===== src/hdl/cme_pkg.sv =====
// Shared types, codes and a helper function of the sparse matrix element update block.
package cme_pkg;

  localparam int MAX_ROWS_DEF    = 4096;
  localparam int MAX_ENTRIES_DEF = 16384;
  localparam int MAX_COLS_DEF    = 4096;

  localparam int SCALED_W = 48;

  localparam logic signed [31:0] MULT_RESET = 32'sd65536;

  localparam logic CFG_ROW_COUNT  = 1'b0;
  localparam logic CFG_MULTIPLIER = 1'b1;

  typedef enum logic [2:0] {
    FN_LOAD_ROW,
    FN_LOAD_COL,
    FN_SET,
    FN_ADD,
    FN_ERASE,
    FN_READ,
    FN_CLEAR,
    FN_NOP
  } func_t;

  typedef enum logic [1:0] {
    STS_OK,
    STS_ROW_RANGE,
    STS_NOT_FOUND
  } status_t;

  typedef struct packed {
    func_t              func;
    logic [12:0]        row;
    logic [11:0]        col;
    logic [14:0]        slot;
    logic signed [31:0] value;
    logic               last_of_batch;
  } in_item_t;

  typedef struct packed {
    status_t            status;
    logic signed [31:0] read_value;
    logic               batch_end;
  } out_item_t;

  typedef enum logic [1:0] {
    SOP_NONE,
    SOP_LOAD_ROW,
    SOP_LOAD_COL,
    SOP_FIND
  } sop_t;

  typedef struct packed {
    sop_t        op;
    logic [12:0] row;
    logic [11:0] col;
    logic [14:0] slot;
  } srch_cmd_t;

  typedef struct packed {
    logic done;
    logic found;
  } srch_res_t;

  typedef enum logic [2:0] {
    VOP_NONE,
    VOP_SET,
    VOP_ADD,
    VOP_ERASE,
    VOP_READ,
    VOP_CLEAR
  } vop_t;

  typedef enum logic [2:0] {
    SR_IDLE,
    SR_FIRST,
    SR_LAST,
    SR_CMP,
    SR_CHECK
  } srch_state_t;

  typedef enum logic [1:0] {
    VS_CLEAR,
    VS_IDLE,
    VS_MODIFY
  } val_state_t;

  typedef enum logic [2:0] {
    ST_BOOT,
    ST_IDLE,
    ST_DISPATCH,
    ST_SEARCH,
    ST_VALUE,
    ST_DONE
  } top_state_t;

  // Saturates a wide signed sum to the signed 32-bit range.
  function automatic logic [31:0] sat32(input logic signed [SCALED_W:0] v);
    logic [31:0] r;
    if (v > (SCALED_W + 1)'(64'sd2147483647)) begin
      r = 32'h7FFF_FFFF;
    end else if (v < (SCALED_W + 1)'(-64'sd2147483648)) begin
      r = 32'h8000_0000;
    end else begin
      r = v[31:0];
    end
    return r;
  endfunction

endpackage


===== src/hdl/cme_scale.sv =====
// Two-stage Q16.16 scaling pipeline: multiply, then round to nearest.
module cme_scale (
  input  logic                                clk,
  input  logic signed [31:0]                  value,
  input  logic signed [31:0]                  multiplier,
  output logic signed [cme_pkg::SCALED_W-1:0] scaled
);

  logic signed [63:0] prod;
  logic signed [63:0] biased;

  assign biased = prod + 64'sd32768;

  always_ff @(posedge clk) begin
    prod   <= 64'(value) * 64'(multiplier);
    // Dropping the low 16 bits of a two's complement value is a floor.
    scaled <= biased[63:16];
  end

endmodule


===== config.mk =====
export PLATFORM = sky130hd
export DESIGN_NAME = cme_scale
export DESIGN_NICKNAME = d
export VERILOG_FILES = /design/src/hdl/cme_pkg.sv /design/src/hdl/cme_scale.sv
export SDC_FILE = /design/constraint.sdc
export NUM_CORES = 2
export LEC_CHECK = 0
export BUFFER_PORTS_ARGS = -buffer_cell sky130_fd_sc_hd__buf_2
export CORE_MARGIN = 5
export CORE_UTILIZATION = 53
export DETAILED_ROUTE_END_ITERATION = 10
export PLACE_DENSITY_LB_ADDON = 0.08
export SYNTH_ARGS = -nofsm -noshare
export SYNTH_HDL_FRONTEND = slang
export SYNTH_SLANG_ARGS = --single-unit

===== constraint.sdc =====
create_clock -name clk -period 9 [get_ports clk]
set_input_delay 0.9 -clock clk [delete_from_list [all_inputs] [get_ports clk]]
set_output_delay 0.9 -clock clk [all_outputs]
set_load 0.01 [all_outputs]

After elaboration in Yosys (flattened, before gate mapping)
Cells that the tools add are included.

word-level totals
  bits in registers = 112
  memories = 0
  input port bits = 65
  latch bits = 0
  memory bits (writable) = 0
  output and inout bits = 48
  ROM bits = 0
  logic and storage cells = 4

operators by class
  multiplexer cells = 0
  shift-type cells = 0
  div/mod/pow operators = 0
  eq/ne operators = 0
  $lt $le $gt $ge = 0
  bitwise operators = 0
  multiply operators = 1
  reduce and logical (&&, ||, !) cells = 0
  add/sub/neg operators = 1

operator list
  kind                    number
  $add 64x17->64 const B  1
  $mul 32x32->64          1

Longest topological paths before layout
  word-level depth = 1
  depth in mapped cells = 29
  gate-level depth less buffers = 28

Least setup slack after synthesis
OpenSTA, ideal clock, no wires.

  path kind = input-to-reg
  start = in value[30]
  end = reg prod[63]
  required time = 8,874 ps
  stages on the path = 26
  data arrival time = 7,862 ps
  slack = 1,012 ps
  buffers on the path = 1
  setup time = 126 ps
  cell sequence = clkbuf_1 -> nand2_1 -> fa_1 -> fa_1 -> inv_1 -> fa_1 -> inv_1 -> fa_1 -> inv_1 -> fa_1 -> fa_1 -> fa_1 -> inv_1 -> fa_1 -> inv_1 -> ha_1 -> and2_1 -> nand3_1 -> or4_1 -> nand3_1 -> a31oi_2 -> o41ai_4 -> a211oi_2 -> o21ba_4 -> o41ai_2 -> xnor2_1

between the ends
  longest elaborated chain between the ends = 1

RTL lines
  item                  line             source
  from (decl)           cme_scale.sv:4   input logic signed [31:0] value,
  $mul 32x32->64        cme_scale.sv:15  prod <= 64'(value) * 64'(multiplier);
  to (signal assigned)  cme_scale.sv:15
  to (decl)             cme_scale.sv:9   logic signed [63:0] prod;

No other way between the ends.

Worst setup path after layout
  start = in multiplier[6]
  end = reg prod[63]

between the ends
  longest elaborated chain between the ends = 1

RTL lines
  item            line             source
  from (decl)     cme_scale.sv:5   input logic signed [31:0] multiplier,
  $mul 32x32->64  cme_scale.sv:15

No other way between the ends.

==> results.json <==
{
  "die_x_um": 278.7,
  "cp_common_cell": "fa_1",
  "synth_fp_nets": 5320,
  "critPathKind": "input pin to flop",
  "drtIter0Drc": 1450,
  "initial_core_util": 0.5345,
  "drive_above_1_share": 0.06803,
  "detail_route.wl_per_cell_um": 20.02,
  "postCtsHoldBufs": 0,
  "grt_usage": 0.2754,
  "crit_required_ns": 9.29,
  "nNetsFinal": 5379,
  "slew_headroom": 0.4473,
  "grt_max_degree": 33,
  "critPathBufInv": 9,
  "post_cts.repair.setup_buffers": 0,
  "grt_first_pass_wirelength_um": 166900,
  "totalWireLength_um": 100300,
  "clockBufferDepth": 2,
  "synth_cell_types": 49,
  "max_stage_delay_ns": 0.56,
  "slew_violations": 0,
  "overflow": 0,
  "clk_transition_reported_paths_ns": 0.09,
  "tightestPinTransition_ns": 0.8260,
  "finalCritPeriodShare": 0.9478,
  "finalHoldViolCount": 0,
  "fin_setup_tns_ns": 0,
  "ys.flop_type": "dfxtp_1",
  "antenna_found_initial": 4,
  "avgSynthCellArea_um2": 9.586,
  "cap_violations": 0,
  "status": "finished, final reports clean",
  "cp-start-kind": "input pin",
  "dieArea_um2": 77700,
  "die_h_um": 278.7,
  "io_pins": 113,
  "synth-edff-count": 0,
  "gp_congestion": 0.9012,
  "cts_resized": 0,
  "fin_skew_ns": 0.01755,
  "setup_viol": 0,
  "mostFrequentLayoutCell": "fa_1",
  "synthToLayoutAreaGrowth_pct": 6.175,
  "ff2ff_setup_slack_ns": 5.30,
  "ys_warn_count": 0,
  "drc": 0,
  "antenna_left": 0,
  "rsz0062_at_grt": "no",
  "clockRootBuffer": "clkbuf_16",
  "period_minus_slack_ns": 8.530,
  "io_buffers": 112,
  "insertion_delay_ns": 0.40,
  "rows": 98,
  "netlist_area_um2": 38280,
  "final_cell_mix": "1081 x fa_1, 992 x inv_1, 519 x and2_1",
  "nFillCells": 6608,
  "ys_ff_latch": 97,
  "async_flop_share": 0,
  "max_freq_mhz": 117.2,
  "seq_area_frac_synth": 0.05073,
  "crit_path_end_kind": "flop",
  "viasPerCell": 5.212,
  "syn_inst": 3993,
  "clock_sinks": 97,
  "cp_max_fo": 22,
  "cts-buffers-inserted": 9,
  "vias": 26110,
  "coreArea_um2": 71610,
  "first_pass_iters": 5,
  "cts_tree": "done",
  "cp.arrival_ns": 8.82,
  "grt_pass1_vias": 29633,
  "cp_slowest_cell": "or4_1",
  "dp_hpwl_um": 86550,
  "htree_levels": 3,
  "crit_family": "adder cells",
  "hp-class": "flop to flop"
}
cell families after synthesis:
group,after synthesis,share of synthesized area
and+or+nand+nor,1188,0.1565
DFF,97,0.05073
AOI/OAI and AO/OA,146,0.02559
xor gates and xnor gates,110,0.02517
adders and majority gates,1262,0.6245
buffers and inverters,1190,0.1175
metrics by stage:
step / area, um^2 / std cells / hold slack [ns] / util / worst slack, ns
2_1_floorplan: 38280 / 3993 / 0.4095 / - / 1.012
3_3_place_gp: 40320 / 4991 / 0.4426 / 0.5631 / 0.1662
3_5_place_dp: 40320 / 4991 / 0.4439 / 0.5631 / 0.08693
4_1_cts: 40630 / 5007 / 0.4597 / 0.5674 / 0.5066
5_1_grt: 40640 / 5008 / 0.4700 / 0.5675 / 0.1839
6_report: 40640 / 5010 / 0.4572 / 0.5676 / 0.4699
registers in the layout (all words and copies together), names as in the netlist:
name,cells
scaled,48
prod,49
cells in the mapped netlist (2+ instances only):
library cell | number | share of area
a211oi_1 | 3 | 0.00059
a21o_1 | 21 | 0.0041
a21o_2 | 3 | 0.00069
a21oi_1 | 51 | 0.0067
a221oi_1 | 3 | 0.00069
a311oi_1 | 3 | 0.00069
a31oi_1 | 3 | 0.00049
and2_1 | 519 | 0.085
and3_1 | 12 | 0.0020
and4_1 | 5 | 0.0011
buf_4 | 2 | 0.00039
buf_6 | 3 | 0.00088
clkbuf_1 | 193 | 0.019
dfxtp_1 | 97 | 0.051
fa_1 | 1081 | 0.57
ha_1 | 181 | 0.059
inv_1 | 992 | 0.097
nand2_1 | 513 | 0.050
nand2b_1 | 11 | 0.0018
nand3_1 | 22 | 0.0029
nand4_1 | 31 | 0.0051
nor2_1 | 58 | 0.0057
nor2b_1 | 6 | 0.00098
nor3_1 | 5 | 0.00065
o2111ai_1 | 2 | 0.00046
o211ai_1 | 2 | 0.00039
o21a_1 | 6 | 0.0012
o21ai_0 | 22 | 0.0029
o21bai_1 | 9 | 0.0018
o31a_2 | 2 | 0.00052
o31ai_1 | 4 | 0.00078
or2_2 | 2 | 0.00033
or2b_2 | 2 | 0.00046
xnor2_1 | 84 | 0.019
xor2_1 | 26 | 0.0059
final timing paths:
kind | start | to | depth (start not counted)
worst max-delay path | multiplier[6] | prod[63] | 29
worst min-delay path | prod[21] | scaled[5] | 1
worst max register to register | prod[17] | scaled[46] | 10
worst min register to register | prod[21] | scaled[5] | 1
layer usage:
metal / share of wire / up-vias / track usage
li1: - / 11442 / -
met1: 0.41 / 13813 / 0.3641
met2: 0.51 / 675 / 0.4830
met3: 0.046 / 178 / 0.03110
met4: 0.036 / 2 / 0.08432
met5: 0.00012 / - / 0
final cells by class:
type | count | area, um^2 | area share
diodes | 3 | 7.507 | 0.0001847
clock buffers | 9 | 225.2 | 0.005542
clock inverters | 7 | 86.33 | 0.002124
inverters | 992 | 3724 | 0.09162
multi-input cells | 2706 | 31840 | 0.7834
flip-flops and latches | 97 | 1942 | 0.04778
well taps | 950 | 1189 | 0.02925
repair buffers | 246 | 1629 | 0.04008
Power is not shown: default switching activity piles up to over one toggle a cycle in this logic, so the estimate is an artifact.
